File: src/rtl/mfc_pkg.sv
// ----------------------------------------------------------------------------
// mfc_pkg
// Types, constants and the CRC-32 byte step for the message frame checker.
// ----------------------------------------------------------------------------
`default_nettype none

package mfc_pkg;

  localparam logic [31:0] CrcPoly          = 32'hEDB88320;
  localparam logic [31:0] CrcOnes          = 32'hFFFFFFFF;
  localparam logic [7:0]  VersionReset     = 8'h01;
  localparam int unsigned FifoDepthDefault = 4;

  typedef enum logic [1:0] {
    ST_OK      = 2'd0,
    ST_INVALID = 2'd1,
    ST_SHORT   = 2'd2,
    ST_CRC     = 2'd3
  } status_e;

  typedef struct packed {
    logic [7:0] data_byte;
    logic       last_byte;
  } mfc_in_t;

  typedef struct packed {
    logic [1:0]  status;
    logic [7:0]  message_type;
    logic [31:0] payload_length;
    logic [31:0] computed_crc;
  } mfc_out_t;

  // One classified byte, front to back
  typedef struct packed {
    logic [7:0]  data_byte;
    logic        crc_en;      // byte belongs to the payload
    logic        last;
    status_e     pre_status;  // ST_OK means the CRC compare still decides
    logic [7:0]  frame_type;
    logic [31:0] length;
    logic [31:0] exp_crc;
  } mfc_entry_t;

  // Reflected CRC-32, one byte, bitwise
  function automatic logic [31:0] crc_byte(input logic [31:0] crc, input logic [7:0] b);
    logic [31:0] c;
    c = crc ^ {24'h000000, b};
    for (int k = 0; k < 8; k++) begin
      if (c[0]) begin
        c = (c >> 1) ^ CrcPoly;
      end else begin
        c = c >> 1;
      end
    end
    return c;
  endfunction

endpackage

`default_nettype wire

File: src/rtl/mfc_front.sv
// ----------------------------------------------------------------------------
// mfc_front
// Accepts message bytes, parses the 16-byte header and tags each byte as
// header, payload or trailing. Decides every status except the CRC compare.
// ----------------------------------------------------------------------------
`default_nettype none

module mfc_front import mfc_pkg::*; (
  input  wire logic       clk_i,
  input  wire logic       rst_ni,
  input  wire logic       in_valid_i,
  input  wire mfc_in_t    in_data_i,
  input  wire logic [7:0] expected_version_i,
  input  wire logic       full_i,
  output logic            in_stall_o,
  output logic            push_o,
  output mfc_entry_t      entry_o
);

  localparam logic [4:0] PosType    = 5'd0;
  localparam logic [4:0] PosVersion = 5'd1;
  localparam logic [4:0] PosLenLo   = 5'd4;
  localparam logic [4:0] PosLenHi   = 5'd7;
  localparam logic [4:0] PosCrcLo   = 5'd8;
  localparam logic [4:0] PosCrcHi   = 5'd11;
  localparam logic [4:0] PosHdrLast = 5'd15;
  localparam logic [4:0] PosHdrDone = 5'd16;

  logic [4:0]  pos_q, pos_d;
  logic [31:0] rem_q, rem_d;
  logic [7:0]  type_q, type_d;
  logic [7:0]  version_q, version_d;
  logic [31:0] length_q, length_d;
  logic [31:0] exp_crc_q, exp_crc_d;

  logic        accept;
  logic        hdr_phase;
  logic [31:0] rem_after;
  status_e     pre_status;

  assign in_stall_o = full_i;
  assign accept     = in_valid_i && !full_i;
  assign push_o     = accept;
  assign hdr_phase  = (pos_q != PosHdrDone);

  // payload bytes still owed once this byte is counted
  always_comb begin
    if (pos_q == PosHdrLast) begin
      rem_after = length_q;
    end else if (rem_q != 32'd0) begin
      rem_after = rem_q - 32'd1;
    end else begin
      rem_after = 32'd0;
    end
  end

  always_comb begin
    if (pos_q < PosHdrLast) begin
      pre_status = ST_INVALID;
    end else if (version_q != expected_version_i) begin
      pre_status = ST_INVALID;
    end else if (rem_after != 32'd0) begin
      pre_status = ST_SHORT;
    end else begin
      pre_status = ST_OK;
    end
  end

  always_comb begin
    pos_d     = pos_q;
    rem_d     = rem_q;
    type_d    = type_q;
    version_d = version_q;
    length_d  = length_q;
    exp_crc_d = exp_crc_q;
    if (accept) begin
      if (hdr_phase) begin
        if (pos_q == PosType) begin
          type_d = in_data_i.data_byte;
        end else if (pos_q == PosVersion) begin
          version_d = in_data_i.data_byte;
        end else if (pos_q >= PosLenLo && pos_q <= PosLenHi) begin
          length_d[{pos_q[1:0], 3'b000} +: 8] = in_data_i.data_byte;
        end else if (pos_q >= PosCrcLo && pos_q <= PosCrcHi) begin
          exp_crc_d[{pos_q[1:0], 3'b000} +: 8] = in_data_i.data_byte;
        end
      end
      if (in_data_i.last_byte) begin
        pos_d = PosType;
        rem_d = 32'd0;
      end else begin
        if (hdr_phase) begin
          pos_d = pos_q + 5'd1;
        end
        if (pos_q >= PosHdrLast) begin
          rem_d = rem_after;
        end
      end
    end
  end

  always_ff @(posedge clk_i or negedge rst_ni) begin
    if (!rst_ni) begin
      pos_q <= PosType;
      rem_q <= 32'd0;
    end else begin
      pos_q <= pos_d;
      rem_q <= rem_d;
    end
  end

  always_ff @(posedge clk_i) begin
    type_q    <= type_d;
    version_q <= version_d;
    length_q  <= length_d;
    exp_crc_q <= exp_crc_d;
  end

  always_comb begin
    entry_o.data_byte  = in_data_i.data_byte;
    entry_o.crc_en     = !hdr_phase && (rem_q != 32'd0);
    entry_o.last       = in_data_i.last_byte;
    entry_o.pre_status = pre_status;
    entry_o.frame_type = type_q;
    entry_o.length     = length_q;
    entry_o.exp_crc    = exp_crc_q;
  end

endmodule

`default_nettype wire

File: config.mk
export PLATFORM = sky130hd
export DESIGN_NAME = mfc_front
export DESIGN_NICKNAME = d
export VERILOG_FILES = /design/src/rtl/mfc_pkg.sv /design/src/rtl/mfc_front.sv
export SDC_FILE = /design/constraint.sdc
export NUM_CORES = 1
export LEC_CHECK = 0
export BUFFER_PORTS_ARGS = -buffer_cell sky130_fd_sc_hd__buf_2
export CAP_MARGIN = 20
export CELL_PAD_IN_SITES_DETAIL_PLACEMENT = 2
export CELL_PAD_IN_SITES_GLOBAL_PLACEMENT = 2
export CORE_MARGIN = 3
export CORE_UTILIZATION = 38
export CTS_BUF_LIST = sky130_fd_sc_hd__clkbuf_4
export DETAILED_ROUTE_END_ITERATION = 16
export HOLD_SLACK_MARGIN = 0.15
export PLACE_DENSITY_LB_ADDON = 0.12
export SYNTH_ARGS = -nofsm -noshare
export SYNTH_HDL_FRONTEND = slang
export SYNTH_SLANG_ARGS = --single-unit
File: constraint.sdc
create_clock -name clk_i -period 2.97 [get_ports clk_i]
set_input_delay 0.1485 -clock clk_i [delete_from_list [all_inputs] [get_ports clk_i]]
set_output_delay 0.1485 -clock clk_i [all_outputs]
set_load 0.01 [all_outputs]
* Word level (Yosys, flattened, before mapping)
Index checks and enable logic that the tools add are counted.
Operators by class: order comparisons 6, reductions and logical operators 17, multiplexer cells 11, eq/ne operators 4, bitwise operators 3, add/subtract/negate cells 3, shift-type cells 2
Operator list (count):
- $mux 32 | 4
- $bwmux 32 | 2
- $reduce_bool 32->1 | 2
- $shift 8x7->32 const A | 1
- $shiftx 8x7->32 | 1
- $sub 32x1->32 const B | 1
- $ge 5x4->1 const B | 2
- $mux 5 | 2
- $ne 8x8->1 | 1
- $neg 5->7 | 1
- $mux 2 | 3
- $reduce_and 6->1 | 1
- $add 5x1->5 const B | 1
- $eq 5x1->1 const B | 1
- $eq 5x4->1 const B | 1
- $ge 5x3->1 const B | 1
- $le 5x3->1 const B | 1
- $le 5x4->1 const B | 1
- $logic_not 5->1 | 1
- $lt 5x4->1 const B | 1
- $ne 5x5->1 const B | 1
- $reduce_and 5->1 | 1
- $logic_and 1x1->1 | 4
- $reduce_and 2->1 | 2
- other kinds (5) | 9
Storage, ports and cells: bits in registers 117, logic and storage cells 52, input bits 21, output and inout bits 86

* Longest topological paths before layout
Gate-level depths: netlist of the first run.
depth in word-level cells 7, gate-level depth with buffers 10, mapped depth without buffers 9

* Worst setup path before layout of the first run
No wires, ideal clock.
path kind reg-to-output, start point register rem_q[0], end point output entry_o[73] (netlist name), stages on the path, launching flop included 10, data arrival time 2.538 ns, slack 0.284 ns, required time 2.822 ns, buffers on the path 0, cells stage by stage dfrtp_1 inv_1 ha_1 nor3b_1 nand3_1 or4_1 xor2_1 a211oi_1 nor4_2 a41oi_1
RTL lines:
- start: declaration | line mfc_front.sv:30 | logic [31:0] rem_q, rem_d;
- start signal: assignment | line mfc_front.sv:108 | rem_q <= rem_d;
- end: declaration | line mfc_front.sv:17 | output mfc_entry_t entry_o

==> flow_summary.toml, run 1 <==
[logic_synthesis]
syn_inst = 494
yosys_warnings = 0
syn_avg_cell_area_um2 = 11.8
syn_nets = 523
synth_ff_type = "edfxtp_1"
yosysMostFrequentCell = "edfxtp_1"
yosys.area.top_type_share_pct = 41.3
yosysTopAreaCell = "edfxtp_1"
synth.area.top_cells = "edfxtp_1 (41%), dfrtp_1 (16%), and2_1 (4.3%)"
ys_seq_area_share_pct = 57.2
ys_async_sr_fraction_pct = 31.6
synth-edff-count = 80
synth_common_cells = "edfxtp_1 (80), and2_1 (40), dfrtp_1 (37)"
synthesis.area_um2 = 5820
synth_seq_cells = 117
ys_types = 63

[routing]
antenna_left = 0
vias = 5081
firstDrtPassIters = 8
wirelength_um = 23700
via_per_inst = 5.99
wl_per_cell_um = 27.9
drtIter0Drc = 373
drc = 0

[clock_network]
htreeDepth = 4
numCtsBuffers = 17
cts_tree = "done"
clk_latency_ns = 0.56
cts_sinks = 117
cts_max_path_buffers = 2
clkTransAtPathRegs_ns = 0.13
cts_root_buffer = "clkbuf_4"

[power]
p_leak_nw = 2.97
power_density_nw_per_um2 = 589
ir_drop_mv = 0.387

[sta]
drv_slew = 0
fin_crit_sh_pct = 115
rsz0062_at_grt = "yes"
hold_violations = 0
period_needed_ns = 3.42
setup_violations = 1
setup_slack_ns = -0.454
skew_ns = 0.0163
setup_tns_ns = -0.454
slew_headroom_pct = 35.5
max_freq_mhz = 292
tightest_slew_ns = 0.967

[floorplanning]
rows = 44
core_um2 = 14800
num_io_pins = 107
dieWidth_um = 130
die_area_um2 = 16800
initial_core_util_pct = 39.5
die_h_um = 130

[critical_path]
cp.required_ns = 2.82
slowest_delay_ns = 0.63
path_delay_family = "compound AO/OA/AOI/OAI gates"
cp-end-kind = "output port"
critPathBufInv = 3
path_class = "reg -> out"
crit_fanout = 4
cp.arrival_ns = 3.28
cp-start-kind = "flop"
cp_slowest_cell = "a2111oi_0"
reg2reg_slack_ns = 0.24
crit_chain = "inv_2 > ha_4 > nor3b_2 > nand3_1 > buf_4 > a2111oi_0 > o31ai_1 > o31ai_2 > nor4_2 > a41oi_1 > buf_2"

[grt]
grt_max_degree = 38
grt_pass1_vias = 5599
track_usage_pct = 28.9
antenna_found_initial = 1
grt_overflow_total = 0
grt_pass1_wl_um = 35700

[final_layout]
drive_above_1_share_pct = 37.0
num-nets-final = 679
fillCellCount = 1508
stdcell_count = 848
area_growth_pct = 27.7

[placed_design]
hpwlAfterDp_um = 15900
post-place-cells = 786
io_buffers = 106
gp_congestion = 0.867

[status]
violations = "negative setup slack"
outcome = "finished, violations left"

[job]
maxCapViolCount = 0

[min_path]
hp-class = "in -> async"
-- report_power, final --
part,total [mW],internal (mW),leakage (nW),switching (mW)
combinational,1.05,0.432,1.58,0.617
clock,1.35,0.606,0.165,0.744
sequential,1.98,1.84,1.23,0.134
total,4.38,2.88,2.97,1.50
-- worst register-to-register path, delay by kind of cell, from the launching register on --
kind,cells,cell delay [ns]
AO/OA/AOI/OAI,4,0.95
buffers and inverters,3,0.56
flip-flops,1,0.46
AND/OR/NAND/NOR,2,0.44
adder cells (fa/ha/maj),1,0.16
-- layer usage --
layer | track usage [%] | part of all wire, %
met5 | 0 | 0
met4 | 12.4 | 4.1
met2 | 50.7 | 52
met3 | 5.69 | 4.3
met1 | 34.7 | 40
-- area by class of cell --
class / instances / area [um2] / area share [%]
Timing Repair Buffer: 170 / 1080 / 14.5
Sequential cell: 117 / 3340 / 44.9
Inverter: 12 / 48.8 / 0.656
Tap cell: 184 / 230 / 3.10
Antenna cell: 1 / 2.50 / 0.0337
Clock inverter: 15 / 193 / 2.59
Clock buffer: 17 / 128 / 1.72
Multi-Input combinational cell: 332 / 2420 / 32.5
-- path summary, 6_finish.rpt --
| kind | endpoint | cells after the start | startpoint |
|---|---|---|---|
| worst max-delay path | entry_o[73] | 11 | rem_q[0]$_DFFE_PN0P_ |
| worst min-delay path | rem_q[11]$_DFFE_PN0P_ | 2 | rst_ni |
| worst max register to register | rem_q[6]$_DFFE_PN0P_ | 10 | rem_q[0]$_DFFE_PN0P_ |
| worst min register to register | rem_q[31]$_DFFE_PN0P_ | 1 | rem_q[31]$_DFFE_PN0P_ |
| max in group asynchronous | rem_q[12]$_DFFE_PN0P_ | 2 | rst_ni |
| min in group clk_i | pos_q[0]$_DFFE_PN0P_ | 4 | in_valid_i |
-- flip-flops by register name (all words and copies together) (netlist names) --
register   count
length_q      32
pos_q          5
rem_q         32
version_q      8
exp_crc_q     32
type_q         8
-- through the flow --
step	total power [mW]	hold WS, ns	instance area, um2	setup slack [ns]	utilization, %
floorplan	2.49	-0.147	5820	0.284	-
global placement	2.80	0.344	6670	0.130	45.2
detailed placement	2.86	0.354	6670	0.0439	45.2
CTS	4.30	0.196	7410	-0.345	50.2
global route	4.55	0.258	7430	-0.554	50.4
finish	4.38	0.239	7430	-0.454	50.4
-- kinds of logic after synthesis --
kind of cell	share of synthesized area [%]
muxes	0.344
adders and majority gates	1.72
DFF	57.2
xor gates and xnor gates	3.46
AOI/OAI and AO/OA	12.7
buffers and inverters	4.00
and+or+nand+nor	20.6
-- what timing repair did --
| item | in CTS | in global routing |
|---|---|---|
| cloned | 1 | 0 |
| buffers inserted | 17 | 1 |
| pin swaps | 9 | 4 |
| endpoints found under the setup margin | 1 | 2 |
| gates resized for setup | 35 | 5 |
| endpoints found under the hold margin | 124 | 0 |
| hold buffers | 10 | 0 |
-- layout by cell type (no fill, tap or decap), drive strengths merged, types with 10 or more instances in the layout --
cell type    instances
inv                 18
xor2                16
o31ai               10
edfxtp              80
o21ai               30
nor2                26
nor3                24
dfrtp               37
nand4               13
nor4                17
dlygate4sd3         10
clkbuf              17
a22o                10
nand2               26
nand3               11
buf                159
and2                40
Note: power is estimated with default switching activity, not from simulation.
==> inputs of run 2 (changes only) <==
--- a/config.mk
+++ b/config.mk
@@ -12,9 +12,11 @@
 export CORE_MARGIN = 3
 export CORE_UTILIZATION = 38
 export CTS_BUF_LIST = sky130_fd_sc_hd__clkbuf_4
+export CTS_CLUSTER_SIZE = 14
 export DETAILED_ROUTE_END_ITERATION = 16
 export HOLD_SLACK_MARGIN = 0.15
 export PLACE_DENSITY_LB_ADDON = 0.12
 export SYNTH_ARGS = -nofsm -noshare
 export SYNTH_HDL_FRONTEND = slang
 export SYNTH_SLANG_ARGS = --single-unit
+export TNS_END_PERCENT = 5
==> constraint.sdc (replaced) <==
create_clock -name clk_i -period 2.97 [get_ports clk_i]
set_input_delay 0.594 -clock clk_i [delete_from_list [all_inputs] [get_ports clk_i]]
set_output_delay 0.594 -clock clk_i [all_outputs]
set_load 0.01 [all_outputs]
==> flow_summary.toml, run 2 (same netlist as run 1, synthesis figures left out) <==
[sta]
hold_violations = 0
setup_slack_ns = -0.864
slew_headroom_pct = 35.9
rsz0062_at_grt = "yes"
fin_crit_sh_pct = 129
setup_violations = 2
max_freq_mhz = 261
tightest_slew_ns = 0.962
drv_slew = 0
skew_ns = 0.0314
fin_hold_ws_ns = 0.358
period_needed_ns = 3.83

[final_layout]
final_cell_mix = "buf_2 (106), buf_4 (102), edfxtp_1 (80), and2_1 (40), dfrtp_1 (37)"
fin_util_pct = 51.5
final_common_cell = "buf_2"
drive_above_1_share_pct = 40.4
fillCellCount = 1526
design_area_um2 = 7600
area_growth_pct = 30.5
reg_top3 = "exp_crc_q x32, length_q x32, rem_q x32"
num_antenna_cells = 0
num-nets-final = 723

[critical_path]
crit_fanout = 4
slowest_delay_ns = 0.44
cp-end-kind = "output port"
cp_slowest_cell = "dfrtp_1"
crit_chain = "inv_2 > ha_4 > or3b_4 > nor3_4 > buf_6 > buf_4 > nand4_1 > xor2_1 > a211oi_2 > nor3_2 > a41oi_2 > buf_2"
cp-start-kind = "flop"
cp.arrival_ns = 3.24
cp.required_ns = 2.38
path_class = "reg -> out"

[placed_design]
gp_congestion = 0.879
io_buffers = 106
hpwlAfterDp_um = 16800
preCtsSetupSlack_ns = -0.364
placedInstanceArea_um2 = 7130

[routing]
via_per_inst = 5.73
drc = 0
vias = 5097
wirelength_um = 23100
drtIter0Drc = 303
wl_per_cell_um = 26.0
firstDrtPassIters = 5
antenna_left = 0

[grt]
track_usage_pct = 28.0
grt_pass1_wl_um = 34700
grt_use_met2_pct = 48.5
busiest_layer = "met2"
grt_util_met3_pct = 6.71
grt_overflow_total = 0
met1_usage_pct = 34.9
grt_pass1_vias = 5638
antenna_found_initial = 0
grt_max_degree = 38

[clock_network]
htreeDepth = 4
cts_max_path_buffers = 2
cts_tree = "done"
clkTransAtPathRegs_ns = 0.13
clk_latency_ns = 0.57
cts_root_buffer = "clkbuf_4"
numCtsBuffers = 17
cts_sinks = 117

[floorplanning]
rows = 44
initial_core_util_pct = 39.5
die_h_um = 130
dieWidth_um = 130
core_um2 = 14800
die_area_um2 = 16800
num_io_pins = 107

[power]
p_total_mw = 4.14
power_density_nw_per_um2 = 545
p_leak_nw = 3.18
ir_drop_mv = 0.335

[status]
violations = "negative setup slack"
outcome = "finished, violations left"

[min_path]
hp-class = "in -> reg"

[job]
maxCapViolCount = 0
[run 2: timing repair]
action,4_1_cts,5_1_grt
resized for setup,14,13
setup endpoints to repair,2,2
buffers inserted,11,4
hold endpoints to repair,21,0
hold buffers,1,0
pin swaps,9,7
[run 2: area by class of cell]
class	count	area (um2)	share of cell area [%]
multi-input cells	332	2390	31.4
repair buffers	214	1380	18.2
clock inverters	12	83.8	1.10
clock buffers	19	143	1.88
flip-flops and latches	117	3330	43.8
inverters	12	48.8	0.642
well taps	184	230	3.03
[run 2: layer usage]
metal / wire, um / share of wire [%]
met3: 1030 / 4.4
met2: 11900 / 51
met5: 0 / 0
met1: 9750 / 42
met4: 442 / 1.9
[run 2: critical path: cells and delay by family, from the launching register on]
family / cells / cell delay [ns]
xor+xnor: 1 / 0.19
fa+ha+maj: 1 / 0.14
compound gates: 2 / 0.50
flops: 1 / 0.44
buf+inv: 4 / 0.53
simple gates: 4 / 0.86
[run 2: final timing paths]
path	from	to	slack (ns)	depth (start not counted)
setup / recovery	rem_q[0]$_DFFE_PN0P_	entry_o[73]	-0.86	12
hold / removal	in_data_i[7]	version_q[6]$_DFFE_PP_	0.36	1
setup reg to reg	rem_q[7]$_DFFE_PN0P_	rem_q[6]$_DFFE_PN0P_	0.29	10
hold reg to reg	rem_q[23]$_DFFE_PN0P_	rem_q[23]$_DFFE_PN0P_	0.64	1
max in group asynchronous	rst_ni	rem_q[12]$_DFFE_PN0P_	1.64	2
min in group asynchronous	rst_ni	rem_q[9]$_DFFE_PN0P_	0.69	2
[run 2: where the power goes]
| group | internal [mW] | switching [mW] |
|---|---|---|
| registers | 1.84 | 0.0525 |
| clock network | 0.344 | 0.679 |
| logic | 0.523 | 0.702 |
| total | 2.71 | 1.43 |
[run 2: per-stage QoR]
stage | TNS (ns) | cells
2_1_floorplan | 0 | 494
3_3_place_gp | -0.239 | 843
3_5_place_dp | -0.364 | 843
4_1_cts | -1.13 | 886
5_1_grt | -1.25 | 890
6_report | -0.936 | 890
==> inputs of run 3 (changes only) <==
--- a/config.mk
+++ b/config.mk
@@ -9,7 +9,7 @@
 export CAP_MARGIN = 20
 export CELL_PAD_IN_SITES_DETAIL_PLACEMENT = 2
 export CELL_PAD_IN_SITES_GLOBAL_PLACEMENT = 2
-export CORE_MARGIN = 3
+export CORE_MARGIN = 4
 export CORE_UTILIZATION = 38
 export CTS_BUF_LIST = sky130_fd_sc_hd__clkbuf_4
 export CTS_CLUSTER_SIZE = 14
==> flow_summary.toml, run 3 (same netlist as run 1, synthesis figures left out) <==
[status]
outcome = "finished, violations left"
violations = "negative setup slack"

[clock_network]
cts_tree = "done"
clkTransAtPathRegs_ns = 0.13
cts-hold-fix-buffers = 0
clk_latency_ns = 0.55
cts_sinks = 117
cts_max_path_buffers = 2
cts_root_buffer = "clkbuf_4"
htreeDepth = 4
numCtsBuffers = 17

[routing]
firstDrtPassIters = 5
drtIter0Drc = 412
vias = 5201
drc = 0
wirelength_um = 23900
antenna_left = 0
via_per_inst = 5.85
wl_per_cell_um = 26.9

[floorplanning]
core_um2 = 14800
rows = 44
die_area_um2 = 17400
num_io_pins = 107
die_h_um = 132
initial_core_util_pct = 39.5
dieWidth_um = 132

[final_layout]
fin_util_pct = 52.2
regArea_um2 = 3330
drive_above_1_share_pct = 40.7
final_common_cell = "buf_2"
area_growth_pct = 32.2
multi_input_area_um2 = 2410
num-nets-final = 721
num_antenna_cells = 0
stdcell_count = 889
fillCellCount = 1474
final_cell_mix = "buf_2 (106), buf_4 (101), edfxtp_1 (80), and2_1 (40), dfrtp_1 (37)"
reg_top3 = "exp_crc_q x32, length_q x32, rem_q x32"

[grt]
antenna_found_initial = 0
track_usage_pct = 27.3
grt_pass1_wl_um = 36300
grt_overflow_total = 0
grt_pass1_vias = 5804
grt_max_degree = 38

[sta]
hold_violations = 0
skew_ns = 0.0188
fin_crit_sh_pct = 130
slew_headroom_pct = 37.0
setup_tns_ns = -1.04
rsz0062_at_grt = "yes"
setup_slack_ns = -0.899
tightest_slew_ns = 0.945
setup_violations = 2
period_needed_ns = 3.87
drv_slew = 0
max_freq_mhz = 258

[placed_design]
preCtsSetupSlack_ns = -0.379
hpwlAfterDp_um = 17200
post-place-cells = 847
io_buffers = 106
gp_congestion = 0.875

[critical_path]
cp-start-kind = "flop"
cp.required_ns = 2.38
cp.arrival_ns = 3.28
path_class = "reg -> out"
reg2reg_slack_ns = 0.22
crit_fanout = 3
cp-end-kind = "output port"

[power]
power_density_nw_per_um2 = 591
p_total_mw = 4.55
ir_drop_mv = 0.332
p_leak_nw = 3.20

[min_path]
hp-class = "in -> async"

[job]
maxCapViolCount = 0
-- run 3: cell types whose count changed in the layout (fill, tap and decap cells not counted), sizes merged --
cell         before  now
bufinv            0    4
clkinv            8    5
inv              13   15
buf             213  212
clkbuf           19   18
clkinvlp          3    2
dlygate4sd3       1    0
-- run 3: layout make-up --
cell class	instances	area share (%)
clock buffer	18	1.76
clock inverter	14	2.60
inverter	12	0.585
multi-input combinational	332	31.3
sequential	117	43.2
tap	184	2.99
timing repair buffer	212	17.6
-- run 3: power breakdown --
part	internal, mW	switching [mW]	total (mW)
clock network	0.686	0.702	1.39
registers	1.84	0.0565	1.90
logic	0.549	0.714	1.26
total	3.08	1.47	4.55
-- run 3: path summary, 6_finish.rpt --
| kind | start | cells after the start | endpoint |
|---|---|---|---|
| max | rem_q[5]$_DFFE_PN0P_ | 10 | entry_o[73] |
| min | rst_ni | 1 | rem_q[9]$_DFFE_PN0P_ |
| max reg2reg | pos_q[0]$_DFFE_PN0P_ | 12 | rem_q[14]$_DFFE_PN0P_ |
| min reg2reg | rem_q[8]$_DFFE_PN0P_ | 2 | rem_q[8]$_DFFE_PN0P_ |
| max in group asynchronous | rst_ni | 1 | rem_q[19]$_DFFE_PN0P_ |
| min in group clk_i | in_data_i[1] | 1 | type_q[0]$_DFFE_PP_ |
-- run 3: repair_timing --
item | CTS | global route
gates resized for setup | 16 | 17
setup endpoints to repair | 2 | 7
cloned | 0 | 0
setup buffers | 8 | 2
pin swaps | 9 | 10
-- run 3: per-stage QoR --
stage,hold slack (ns),instance area (um2)
after detailed placement,0.562,7150
after global placement,0.558,7150
after global routing,0.205,7700
after CTS,0.178,7610
final,0.169,7700
after floorplan,0.298,5840
-- run 3: routing by layer --
metal  vias up  track usage, %  share of wire, %
met5         -               0                 0
met4         0            9.80               2.7
met3        53            5.34               5.3
met2       199            48.3                52
met1      2677            33.2                40
li1       2272               -                 -
-- run 3: critical path, cell delays in order (launching register included) --
cell	delay, ns
dfrtp_1	0.42
or4_4	0.57
buf_6	0.15
nor3_4	0.22
buf_6	0.15
a21boi_1	0.07
o31ai_2	0.32
o31ai_1	0.15
nor4_2	0.34
a41oi_2	0.17
buf_2	0.17
